--- config.mk ---
export PLATFORM = sky130hd
export DESIGN_NAME = tmp_fifo
export DESIGN_NICKNAME = d
export VERILOG_FILES = /design/src/rtl/core/tmp_pkg.sv /design/src/rtl/core/tmp_fifo.sv
export SDC_FILE = /design/constraint.sdc
export NUM_CORES = 1
export LEC_CHECK = 0
export ABC_AREA = 1
export BUFFER_PORTS_ARGS = -buffer_cell sky130_fd_sc_hd__buf_2
export CAP_MARGIN = 20
export CORE_MARGIN = 5
export CORE_UTILIZATION = 50
export DETAILED_ROUTE_END_ITERATION = 8
export PLACE_DENSITY = 0.73
export SYNTH_ARGS = -nofsm -noshare
export SYNTH_HDL_FRONTEND = slang
export SYNTH_SLANG_ARGS = --single-unit
--- constraint.sdc ---
create_clock -name clock -period 1.3 [get_ports clock]
set_input_delay 0.325 -clock clock [delete_from_list [all_inputs] [get_ports clock]]
set_output_delay 0.325 -clock clock [all_outputs]
set_load 0.01 [all_outputs]
--- src/rtl/core/tmp_pkg.sv ---
// tmp_pkg: shared types and register codes for the tile mean pixelate block.
// No dependencies; imported by every module in rtl/core.
package tmp_pkg;

   // configuration register indexes
   localparam logic [1:0] CSR_TILE_SIZE    = 2'd0;
   localparam logic [1:0] CSR_IMAGE_WIDTH  = 2'd1;
   localparam logic [1:0] CSR_IMAGE_HEIGHT = 2'd2;

   localparam int TILE_CFG_W = 7;
   localparam int DIM_CFG_W  = 13;
   localparam int COLOR_W    = 8;
   localparam int POS_W      = 12;
   localparam int EXTENT_W   = 7;

   // per-pixel classification made by the front end
   typedef struct packed {
      logic first;       // first pixel of a tile column in this band: overwrite sums
      logic emit;        // last pixel of a tile: report the mean
      logic frame_done;  // last pixel of the image
   } tmp_flags_type;

endpackage

--- src/rtl/core/tmp_fifo.sv ---
// tmp_fifo: small synchronous queue between front end and back end.
// Depends on tmp_pkg only by convention; generic data width.
module tmp_fifo #(
   parameter int DATA_W = 8,
   parameter int DEPTH  = 4
) (
   input  logic              clock,
   input  logic              reset,
   input  logic              wr_en,
   input  logic [DATA_W-1:0] wr_data,
   input  logic              rd_en,
   output logic [DATA_W-1:0] rd_data,
   output logic              full,
   output logic              empty
);
   import tmp_pkg::*;

   localparam int AW = (DEPTH > 1) ? $clog2(DEPTH) : 1;

   logic [DATA_W-1:0] slot_ff [DEPTH];
   logic [AW-1:0]     wptr_ff, wptr_in, rptr_ff, rptr_in;
   logic [AW:0]       count_ff, count_in;

   function automatic logic [AW-1:0] bump(input logic [AW-1:0] p);
      logic [AW-1:0] r;
      r = (32'(p) == DEPTH - 1) ? '0 : p + 1'b1;
      return r;
   endfunction

   assign full    = (32'(count_ff) == DEPTH);
   assign empty   = (count_ff == '0);
   assign rd_data = slot_ff[rptr_ff];

   always_comb begin
      wptr_in  = wr_en ? bump(wptr_ff) : wptr_ff;
      rptr_in  = rd_en ? bump(rptr_ff) : rptr_ff;
      count_in = count_ff;
      if (wr_en && !rd_en) count_in = count_ff + 1'b1;
      if (rd_en && !wr_en) count_in = count_ff - 1'b1;
   end

   always_ff @(posedge clock) begin
      if (reset) begin
         wptr_ff  <= '0;
         rptr_ff  <= '0;
         count_ff <= '0;
      end else begin
         wptr_ff  <= wptr_in;
         rptr_ff  <= rptr_in;
         count_ff <= count_in;
      end
   end

   always_ff @(posedge clock) begin
      if (wr_en) slot_ff[wptr_ff] <= wr_data;
   end

`ifndef SYNTHESIS
   a_no_overflow: assert property (@(posedge clock) disable iff (reset)
      full |-> !wr_en || rd_en) else $error("queue overflow");
   a_no_underflow: assert property (@(posedge clock) disable iff (reset)
      empty |-> !rd_en) else $error("queue underflow");
   a_count_step: assert property (@(posedge clock) disable iff (reset)
      (wr_en && !rd_en) |=> !empty) else $error("queue lost an entry");
`endif
endmodule

After elaboration in Yosys (flattened, before gate mapping)
Memories as Yosys holds them, arrays and structs flattened. A register that Yosys moved wholly into a read port is not among the register bits.
Cells that the tools add are included.
{"block": "classes", "addsub": 4, "eq_ne": 3, "muxes": 8, "reduce_logical": 6}
{"operator": "two-way mux 2 bit", "count": 4}
{"operator": "two-way mux 3 bit", "count": 2}
{"operator": "adder 2 x 1 -> 2 bit, second input constant", "count": 2}
{"operator": "== test 2 bit, second input constant", "count": 2}
{"operator": "adder 3 x 1 -> 3 bit, second input constant", "count": 1}
{"operator": "== test 3 bit, second input constant", "count": 1}
{"operator": "zero test 3 bit", "count": 1}
{"operator": "subtractor 3 x 1 -> 3 bit, second input constant", "count": 1}
{"operator": "logical AND 1 bit", "count": 2}
{"operator": "zero test 1 bit", "count": 2}
{"operator": "two-way mux 1 bit", "count": 2}
{"operator": "nonzero test 2 bit", "count": 1}
{"block": "totals", "reg_bits": 7, "ram_bits": 32, "in_bits": 12, "out_inout_bits": 10, "wordCells": 25, "memories": 1}
{"memory": "slot_ff", "words": 4, "width": 8, "read_ports": 1, "rd_ports_with_merged_regs": 1, "write_ports": 1, "line_no": "tmp_fifo.sv:20", "rtl": "logic [DATA_W-1:0] slot_ff [DEPTH];"}

Depth between registers and ports, before layout
{"block": "depth", "word_depth": 4, "mapped_depth": 10, "mapped_depth_nobuf": 10}

Worst setup path before layout
No wires, ideal clock.
{"block": "synth_timing", "path_kind": "in2reg", "startpoint": "input wr_en", "endpoint": "register count_ff[2]", "setup_ps": 110, "arrival_ps": 1284, "t_required_ps": 1190, "path_slack_ps": -94, "stages": 10, "path_buffers": 0, "cell_sequence": "inv_1 > ha_1 > inv_1 > fa_1 > inv_1 > nand2_1 > nand3_1 > nand2_1 > inv_1 > nor2_1"}
{"block": "synth_via", "elab_chain_len": 3, "word_cells_on_any_way": 5, "cone_classes": "mux (1); reduce/logical (4)"}
{"element": "start: declaration", "line_no": "tmp_fifo.sv:9", "rtl": "input logic wr_en,"}
{"element": "zero test 1 bit", "line_no": "tmp_fifo.sv:39", "rtl": "if (rd_en && !wr_en) count_in = count_ff - 1'b1;"}
{"element": "logical AND 1 bit", "line_no": "tmp_fifo.sv:39"}
{"element": "two-way mux 3 bit / nonzero test 2 bit (equally long branches)"}
{"element": "end signal: assignment", "line_no": "tmp_fifo.sv:50", "rtl": "count_ff <= count_in;"}
{"element": "end: declaration", "line_no": "tmp_fifo.sv:22", "rtl": "logic [AW:0] count_ff, count_in;"}
Several ways; a longest one is shown, not always the timed one.
A chain may end at the register's enable or synchronous reset.

==> results.yml <==
synth:
  postSynthCellCount: 136
  seq_area_frac_synth_pct: 68.99
  syn-cell-area_um2: 1654
  yosys_warnings: 0
  syn_area_per_cell_um2: 12.16
  yosys.area.top_type_share_pct: 58.09
  ys_top_cells_by_area: "edfxtp_1, dfxtp_1, o21ai_0"
  ys_ff_latch: 41
  yosys.area.top_type: "edfxtp_1"
  synth_cell_types: 18
  mappedNetlistNets: 155
cts:
  cts_made_buffers: 5
  cts_max_level: 2
  cts_hold_buf: 0
  cts_root_buf: "clkbuf_4"
  cts_tree: "done"
  path_clk_slew_ns: 0.12
  numClockSinks: 41
  postCtsSetupBuffers: 0
  cts_max_path_buffers: 2
  insertion_delay_ns: 0.35
grt:
  track_usage_pct: 16.93
  grt_pass1_wl_um: 5437
  grt.overflow.total: 0
  grt_pass1_vias: 1141
  antenna_found_initial: 0
  grt_start_max_net_pins: 14
setup_path:
  path_cells: "inv_6 > buf_12 > nor2_4 > o22ai_1 > buf_2"
  rrSetupSlack_ns: 0.08
  arrival_ns: 1.29
  path_class: "reg2out"
  end_kind: "output port"
  cp_slowest_cell: "dfxtp_4"
  rr_worst_depth: 7
  r2r_start: "count_ff[1]"
  worstPathMaxFanout: 8
  crit_buf_inv: 3
  cp_top_family: "flip-flops"
  timing.rr.end: "count_ff[2]"
  cp-start-kind: "flip-flop"
  required_ns: 0.98
  cpPeakStageDelay_ns: 0.39
run:
  drv_cap: 0
hold_path:
  hp-class: "in2reg"
  min_from: "reset"
  hold_path_depth: 2
  min_to: "wptr_ff[0]"
detailed_routing:
  viasPerCell: 5.068
  ant_nets: 0
  vias: 1115
  drt_iter0_drc: 38
  wl_per_cell_um: 15.50
  remaining_drc_errors: 0
  wl_um: 3409
  drt_pass1_iterations: 5
die:
  die_y_um: 67.52
  dieArea_um2: 4558
  row_count: 20
  core_um2: 3103
  start_util_pct: 53.31
  die_w_um: 67.52
  io-pin-count: 22
sta:
  tightest_slew_ns: 0.2055
  rsz0062_at_grt: "true"
  whs_ns: 0.1535
  min_period_ns: 1.618
  setup_ws_ns: -0.3177
  relSlewSlack_pct: 86.15
  setup_viol: 10
  finalHoldViolations: 0
  slew_violations: 0
  period_share_pct: 124.4
  clock_skew_ns: 0.01416
  fin_setup_tns_ns: -2.515
  fmax_ghz: 0.6182
placement:
  place_area_um2: 1967
  numPortBuffers: 21
  dp_hpwl_um: 2371
  place.gp.congestion: 0.7333
  placed_cells: 212
power:
  ir_drop_uv: 731.0
  power_density_nw_per_um2: 1211
  power_leakage_nw: 0.8501
layout:
  fin_util_pct: 68.71
  n_fill_cell: 247
  layout-drive-gt1-share_pct: 43.75
  antenna_cells: 0
  syn2layout_area_growth_pct: 28.90
  design_area_um2: 2132
  nets: 194
  seqCellArea_um2: 1159
  multiInputGateArea_um2: 508.0
  stdcell_count: 220
outcome:
  status: "complete, but fails checks"
  violations: "negative setup slack"
final cells by class:
cell class / count / share of cell area, %
well taps: 44 / 2.582
flip-flops and latches: 41 / 54.34
clock inverters: 3 / 0.8216
inverters: 18 / 3.521
clock buffers: 5 / 1.761
repair buffers: 34 / 13.15
multi-input cells: 75 / 23.83
where the power goes:
group / switching, mW / internal [mW]
Sequential: 0.0467 / 1.49
Combinational: 0.237 / 0.198
Clock: 0.410 / 0.204
metal layers:
metal,vias to the layer above,global-route usage [%],part of all wire (%)
met5,-,0,0
met4,0,7.342,1.7
met3,7,5.657,4.2
met2,21,28.43,52
met1,530,19.59,42
li1,557,-,-
worst max path at each step:
stage | from | end | cells after the start
after detailed placement | wr_en | count_ff[2] | 11
after global placement | wr_en | count_ff[2] | 11
after global routing | flip-flop | rd_data[1] | 5
final | flip-flop | rd_data[7] | 5
after floorplan | wr_en | count_ff[2] | 10
after CTS | flip-flop | rd_data[7] | 5
synthesized netlist by cell type:
master / instances
fa_1: 1
nand2_1: 8
a21oi_1: 5
o22ai_1: 8
nand3_1: 1
buf_6: 2
nand4_1: 1
o21ai_2: 2
ha_1: 6
nor2_2: 2
edfxtp_1: 32
dfxtp_1: 9
inv_1: 17
o21ai_1: 2
nor3_1: 4
o21ai_0: 16
nor2_1: 19
inv_2: 1
through the flow:
stage / worst slack, ns / total power, mW
after global placement: -0.1060 / 1.911
final: -0.3177 / 2.581
after detailed placement: -0.1596 / 1.935
after floorplan: 0.008891 / 1.743
after global routing: -0.3729 / 2.702
after CTS: -0.3114 / 2.570
kinds of logic (layout without fill, tap and decap cells):
family                     count (synthesis)  after routing  share of synthesized area, %
AOI/OAI and AO/OA                         33             33                         11.04
DFF                                       41             41                         68.99
buffers and inverters                     20             60                         5.446
and+or+nand+nor                           35             35                         8.775
adders and majority gates                  7              7                         5.749
layout by cell type (no fill, tap or decap):
cell and instances:
nand4_1 1, nand2_1 6, dfxtp_2 2, ha_4 1, nor3_1 2, nand3_1 1, ha_1 5, clkbuf_4 5
o21ai_2 8, o21ai_1 7, buf_12 5, o21ai_0 5, nor2_1 15, inv_1 11, inv_6 1, buf_8 1
dfxtp_1 3, inv_2 5, nor2_2 4, buf_2 21, edfxtp_1 32, nand2_2 2, buf_6 2, a21oi_1 5
nor3_2 2, clkinvlp_4 1, nor2_4 2, clkinv_2 2, buf_4 5, o22ai_1 6, dfxtp_4 4, inv_4 1
fa_2 1, o22ai_2 2
registers in the layout, summed over array words and instances, names as in the netlist, named ones only:
register,count
wptr_ff,2
rptr_ff,2
count_ff,3
slot_ff,32
timing repair:
| item | CTS | global route |
|---|---|---|
| pin swaps | 9 | 7 |
| gates resized for setup | 32 | 19 |
| gates cloned | 0 | 0 |
| endpoints found under the hold margin | 0 | 0 |
| setup endpoints to repair | 10 | 17 |
No activity file was read; power rests on OpenSTA's default activity.
