[src/rtl/core/tmp_pkg.sv]
// tmp_pkg: shared types and register codes for the tile mean pixelate block.
// No dependencies; imported by every module in rtl/core.
package tmp_pkg;

   // configuration register indexes
   localparam logic [1:0] CSR_TILE_SIZE    = 2'd0;
   localparam logic [1:0] CSR_IMAGE_WIDTH  = 2'd1;
   localparam logic [1:0] CSR_IMAGE_HEIGHT = 2'd2;

   localparam int TILE_CFG_W = 7;
   localparam int DIM_CFG_W  = 13;
   localparam int COLOR_W    = 8;
   localparam int POS_W      = 12;
   localparam int EXTENT_W   = 7;

   // per-pixel classification made by the front end
   typedef struct packed {
      logic first;       // first pixel of a tile column in this band: overwrite sums
      logic emit;        // last pixel of a tile: report the mean
      logic frame_done;  // last pixel of the image
   } tmp_flags_type;

endpackage

[src/rtl/core/tmp_front.sv]
// tmp_front: configuration registers, raster counters and per-pixel classification.
// Depends on tmp_pkg.
module tmp_front #(
   parameter int MAX_WIDTH  = 4096,
   parameter int MAX_HEIGHT = 4096,
   parameter int MAX_TILE   = 64,
   localparam int CW  = $clog2(MAX_WIDTH),
   localparam int RW  = $clog2(MAX_HEIGHT),
   localparam int TW  = $clog2(MAX_TILE),
   localparam int TSW = TW + 1
) (
   input  logic                          clock,
   input  logic                          reset,
   input  logic                          csr_write,
   input  logic [1:0]                    csr_index,
   input  logic [tmp_pkg::DIM_CFG_W-1:0] csr_data,
   input  logic                          take,
   output tmp_pkg::tmp_flags_type        flags,
   output logic [CW-1:0]                 idx,
   output logic [tmp_pkg::POS_W-1:0]     tile_row,
   output logic [tmp_pkg::POS_W-1:0]     tile_col,
   output logic [TSW-1:0]                rows,
   output logic [TSW-1:0]                cols
);
   import tmp_pkg::*;

   logic [TILE_CFG_W-1:0] tile_cfg_ff;
   logic [DIM_CFG_W-1:0]  width_cfg_ff, height_cfg_ff;
   logic [CW-1:0] col_ff, tidx_ff;
   logic [RW-1:0] row_ff;
   logic [TW-1:0] rib_ff, cit_ff;

   logic [TSW-1:0] ts;
   logic [CW:0]    w;
   logic [RW:0]    h;
   logic row_end, frame_end, tile_col_end, last_row, band_end;
   logic [31:0] row_base, col_base;

   // clamp registers to their legal ranges
   always_comb begin
      ts = (tile_cfg_ff == '0) ? TSW'(1)
         : (32'(tile_cfg_ff) > MAX_TILE) ? TSW'(MAX_TILE) : TSW'(tile_cfg_ff);
      w  = (width_cfg_ff == '0) ? (CW+1)'(1)
         : (32'(width_cfg_ff) > MAX_WIDTH) ? (CW+1)'(MAX_WIDTH) : (CW+1)'(width_cfg_ff);
      h  = (height_cfg_ff == '0) ? (RW+1)'(1)
         : (32'(height_cfg_ff) > MAX_HEIGHT) ? (RW+1)'(MAX_HEIGHT) : (RW+1)'(height_cfg_ff);
   end

   always_comb begin
      row_end      = ({1'b0, col_ff} + 1'b1) >= w;
      last_row     = ({1'b0, row_ff} + 1'b1) >= h;
      frame_end    = row_end && last_row;
      tile_col_end = row_end || (({1'b0, cit_ff} + 1'b1) >= ts);
      band_end     = last_row || (({1'b0, rib_ff} + 1'b1) >= ts);
      flags.first      = (rib_ff == '0) && (cit_ff == '0);
      flags.emit       = tile_col_end && band_end;
      flags.frame_done = frame_end;
      idx      = tidx_ff;
      row_base = 32'(row_ff) - 32'(rib_ff);
      col_base = 32'(col_ff) - 32'(cit_ff);
      tile_row = row_base[POS_W-1:0];
      tile_col = col_base[POS_W-1:0];
      rows     = {1'b0, rib_ff} + 1'b1;
      cols     = {1'b0, cit_ff} + 1'b1;
   end

   always_ff @(posedge clock) begin
      if (reset) begin
         tile_cfg_ff   <= TILE_CFG_W'(8);
         width_cfg_ff  <= DIM_CFG_W'(640);
         height_cfg_ff <= DIM_CFG_W'(480);
         col_ff  <= '0;
         row_ff  <= '0;
         rib_ff  <= '0;
         cit_ff  <= '0;
         tidx_ff <= '0;
      end else begin
         if (csr_write) begin
            if (csr_index == CSR_TILE_SIZE)    tile_cfg_ff   <= csr_data[TILE_CFG_W-1:0];
            if (csr_index == CSR_IMAGE_WIDTH)  width_cfg_ff  <= csr_data;
            if (csr_index == CSR_IMAGE_HEIGHT) height_cfg_ff <= csr_data;
         end
         if (take) begin
            if (row_end) begin
               col_ff  <= '0;
               cit_ff  <= '0;
               tidx_ff <= '0;
               if (frame_end) begin
                  row_ff <= '0;
                  rib_ff <= '0;
               end else begin
                  row_ff <= row_ff + 1'b1;
                  rib_ff <= band_end ? '0 : rib_ff + 1'b1;
               end
            end else begin
               col_ff <= col_ff + 1'b1;
               if (tile_col_end) begin
                  cit_ff  <= '0;
                  tidx_ff <= tidx_ff + 1'b1;
               end else begin
                  cit_ff <= cit_ff + 1'b1;
               end
            end
         end
      end
   end
endmodule

[config.mk]
export PLATFORM = sky130hd
export DESIGN_NAME = tmp_front
export DESIGN_NICKNAME = d
export VERILOG_FILES = /design/src/rtl/core/tmp_pkg.sv /design/src/rtl/core/tmp_front.sv
export SDC_FILE = /design/constraint.sdc
export NUM_CORES = 1
export LEC_CHECK = 0
export BUFFER_PORTS_ARGS = -buffer_cell sky130_fd_sc_hd__buf_2
export CAP_MARGIN = 20
export CORE_ASPECT_RATIO = 1.5
export CORE_MARGIN = 2
export CORE_UTILIZATION = 59
export DETAILED_ROUTE_END_ITERATION = 16
export PLACE_DENSITY_LB_ADDON = 0.3
export SKIP_LAST_GASP = 1
export SLEW_MARGIN = 30
export SYNTH_ARGS = -nofsm -noshare
export SYNTH_HDL_FRONTEND = slang
export SYNTH_SLANG_ARGS = --single-unit
[constraint.sdc]
create_clock -name clock -period 5.36 [get_ports clock]
set_input_delay 0.804 -clock clock [delete_from_list [all_inputs] [get_ports clock]]
set_output_delay 0.804 -clock clock [all_outputs]
set_load 0.005 [all_outputs]
---- Yosys cells after proc, flatten, opt, wreduce, memory -nomap -nowiden ----
Index checks and enable logic that the tools add are counted.
storage, ports and cells
  register bits ........................... 81
  latch bits .............................. 0
  bits in writable memories ............... 0
  ROM bits ................................ 0
  output and inout port bits .............. 53
  logic and storage cells ................. 59
  memories ................................ 0
operators by class
  $add $sub $neg .......................... 11
  $mul .................................... 0
  div/mod/pow operators ................... 0
  $lt $le $gt $ge ......................... 7
  equal/unequal tests ..................... 2
  shift-type cells ........................ 0
  mux-type cells .......................... 14
  bitwise logic cells ..................... 0
  reductions and logical operators ........ 17
operators by type and width
  operator                                              count
  two-way mux 13 bit                                    4
  two-way mux 12 bit                                    4
  adder 12 x 1 -> 12 bit (second input constant)        3
  adder 12 x 1 -> 13 bit (second input constant)        2
  greater-or-equal comparator 13 bit                    2
  > comparator 13 bit (second input constant)           2
  zero test 13 bit                                      2
  two-way mux 6 bit                                     4
  subtractor 12 x 6 -> 12 bit                           2
  adder 6 x 1 -> 7 bit (second input constant)          2
  greater-or-equal comparator 7 bit                     2
  two-way mux 7 bit                                     2
  adder 6 x 1 -> 6 bit (second input constant)          2
  zero test 6 bit                                       2
  AND reduction 2 bit                                   5
  > comparator 7 bit (second input constant)            1
  zero test 7 bit                                       1
  logical AND 1 bit                                     3
  equality test 2 x 1 -> 1 bit (second input constant)  1
  equality test 2 bit (second input constant)           1
  zero test 2 bit                                       1
  logical OR 1 bit                                      2
  nonzero test 2 bit                                    1

---- Logic depth before layout (Yosys ltp) ----
  word-level depth ........................ 7
  mapped depth ............................ 15
  depth with buffers taken out ............ 13

---- Worst setup path before layout ----
No wires, ideal clock.
  kind .................................... register -> output
  from .................................... register col_ff[0]
  to ...................................... output port flags[0] (netlist name)
  data arrival time ....................... 3.200 ns
  data required time ...................... 4.556 ns
  path slack .............................. 1.356 ns
  stages on the path, launching flop included .. 15
  path buffers ............................ 2
  cell sequence ........................... dfxtp_1 > ha_1 > and3_1 > and3_1 > and3_1 > and3_1 > and3_1 > ha_1 > a21oi_2 > o21ai_1 > or4_4 > o21ai_2 > buf_2 > nor2_1 > buf_4
between the ends
  word-level cells in the longest chain between the ends .. 3
ends and longest elaborated chain
  element                             RTL line         RTL
  start: declaration                  tmp_front.sv:29  logic [CW-1:0] col_ff, tidx_ff;
  start signal: assignment            tmp_front.sv:96  col_ff <= col_ff + 1'b1;
  adder 12 x 1 -> 13 bit              tmp_front.sv:50  row_end = ({1'b0, col_ff} + 1'b1) >= w;
  greater-or-equal comparator 13 bit  tmp_front.sv:50
  logical AND 1 bit                   tmp_front.sv:52  frame_end = row_end && last_row;
  end: declaration                    tmp_front.sv:18  output tmp_pkg::tmp_flags_type flags,
No other way between the ends.

==> results.md <==
* Wire length of the first global-routing pass at 24700 um
* CTS sink count at 81
* Largest area contributor in the synthesized netlist: dfxtp_1
* Syn_area_per_cell at 7.75 um^2
* Critical path type: reg2out
* IO Pins at 72
* Synth Cell Area at 0.00568 mm^2
* Initial Utilization at 0.610
* Worst path cell trace: ha_1 -> and3_1 -> and3_1 -> and3_1 -> and3_1 -> xor2_1 -> ha_1 -> a21oi_2 -> o21ai_1 -> or4_4 -> a211o_2 -> a21boi_0 -> buf_2
* Most frequent cells in the layout: nand2_1, dfxtp_1, buf_2
* Top delay family on crit path: simple AND/OR/NAND/NOR gates
* Row count at 43
* FF+latch count, synth at 81
* Most used cell, CP: and3_1
* Worst-Margin Slew at 0.861 ns
* Postcts setup bufs at 0
* Critical-path top delay cell: or4_4
* Synth warnings at 0
* Seq/Total Area, Yosys at 0.286
* Clk pwr share at 0.375
* Clock root buffer: clkbuf_16
* Max stage delay on crit path at 0.56 ns
* Post-CTS Hold Buffers at 0
* Port Buffers at 71
* Post-route DRC at 0
* Clock skew at 0.00548 ns
* Top_reg_cell synth: dfxtp_1
* Flop pwr share at 0.399
* TritonCTS Buffers at 9
* Routed Antenna Nets at 0
* Worst-path clk slew at 0.06 ns
* Post-cts sizing count at 0
* H-tree depth at 3
* Initial DRC count at 305
* Vias in the first global route at 5401
* Grt ovf at 0
* Layout Area Growth over Synthesis at 12.1%
* Core area at 0.00931 mm^2
* LEAKAGE at 0.00283 uW
* Routed vias at 5643
* Final Hold Viols at 0
* Final setup violation count at 0
* Slew Viols, Final at 0
* Wire length per cell at 16.8 um
* Initial antenna violation count at 0
* Insertion delay to the later sink of the worst-skew pair at 0.34 ns
* Fin Setup TNS at 0 ns
* Die area at 0.0104 mm^2
* EDFF count, synth at 0
* Pwr Density at 259 mW/mm^2
* Status: completed
* Internal at 1150 uW
* GPL Wtd Cong at 0.930
* Max Freq at 208 MHz
* Share of layout cells above drive strength 1 at 0.137
* Relative max-transition margin at 0.425
* Total track usage at 0.292
* Tot Pwr at 1650 uW
* Arrival time at the worst endpoint at 4.01 ns
* Worst setup margin at 0.546 ns
* Commonest non-fill, non-tap cell in the layout: nand2_1
* Synthesized net count at 813
* Netlist cell types at 57
* Post-Route WL at 15200 um
* Worst hold path type: reg2reg
* Synth top area share at 0.286
* Async SR Flop Fraction at 0
* CP endpoint kind: output pin
* Largest net degree at the start of global routing at 67
* Die width at 84.1 um
* NetSw at 499 uW
* Pre-CTS setup slack at 0.945 ns
* Sw Ratio at 0.302
* Buf/Inv on CP at 1
* Ranking of synthesized cells by area: dfxtp_1, ha_1, nand2_1, a21oi_1, xnor2_1
* Final core occ at 0.684
* Cell count after synthesis at 733
* Post-DP HPWL at 11200 um
* Worst VDD drop at 217 uV
* Crit share post-route at 0.898
* CTS max path bufs at 2
* Diode count at 0
* Worst Path Required at 4.56 ns
* RSZ-0062 raised after global routing: false
* Drt via density at 6.25
* CP startpoint kind: flip-flop
* Worst-path fanout max at 7
* Max-cap violations at 0
* Die Ht at 124 um
* CTS tree: yes
* Drt first pass iters at 5
* Crit path time final at 4.81 ns
* Comb pwr share at 0.226
* Nets at 866
-- state kept, by name, summed over array words and instances (netlist names) --
signal	count
cit_ff	6
col_ff	12
row_ff	12
tile_cfg_ff	7
width_cfg_ff	13
height_cfg_ff	13
idx	12
rib_ff	6
-- cell type report --
type	instances	area [um^2]
clock buffer	9	225
clock inverter	7	70.1
fill	802	2940
inverter	33	124
multi-input combinational	584	3780
sequential	81	1620
tap	112	140
timing repair buffer	77	400
-- worst reg2reg max path, delay by kind of cell, from the launching register on --
kind            cells  cell delay (ns)
compound gates      3             1.43
fa+ha+maj           2             0.59
flops               1             0.37
simple gates        7             1.54
-- cells in the mapped netlist, types with 7 or more instances --
cell      count
o21ai_0      20
nand4_1      18
nand2_1     125
nand2b_1      7
xnor2_1      28
and3_1       21
mux2i_1       8
nor4_1       11
ha_1         59
a31oi_1      14
nor2b_1      10
a21oi_1      51
nand3_1      42
inv_1        33
xor2_1       20
clkbuf_1     23
dfxtp_1      81
nor3_1       21
nor2_1       40
-- layer usage --
| layer | GRT usage | vias to the layer above | wire [um] |
|---|---|---|---|
| met1 | 0.305 | 2662 | 5700 |
| met4 | 0.162 | 0 | 654 |
| met2 | 0.549 | 210 | 8020 |
| met5 | 0 | - | 0 |
| li1 | - | 2715 | - |
| met3 | 0.0530 | 56 | 788 |
-- per-stage QoR --
| step | cell area (um^2) | hold WS [ns] | instances |
|---|---|---|---|
| floorplan | 5680 | 0.436 | 733 |
| global placement | 6070 | 0.443 | 887 |
| detailed placement | 6070 | 0.458 | 887 |
| CTS | 6370 | 0.467 | 903 |
| global route | 6370 | 0.497 | 903 |
| finish | 6370 | 0.468 | 903 |
-- logic make-up after synthesis --
logic type / synth area share
buf+inv: 0.0489
simple gates: 0.277
mux: 0.0141
compound gates: 0.163
xor+xnor: 0.0740
fa+ha+maj: 0.137
flops: 0.286
-- final timing paths --
| check | startpoint | endpoint | slack, ns | cells after the start |
|---|---|---|---|---|
| worst max-delay path | col_ff[1] | flags[1] | 0.55 | 13 |
| worst min register to register | width_cfg_ff[0] | width_cfg_ff[0] | 0.47 | 2 |
| worst max register to register | col_ff[0] | rib_ff[2] | 1.30 | 12 |
| worst min-delay path | width_cfg_ff[0] | width_cfg_ff[0] | 0.47 | 2 |
-- power groups by stage --
stage               Clock (uW)  Combinational [uW]  Sequential (uW)
floorplan                    0                 250              657
global placement             0                 355              668
detailed placement           0                 369              670
CTS                        627                 372              657
global route               646                 418              661
finish                     619                 372              658
Note: power is estimated with default switching activity, not from simulation.
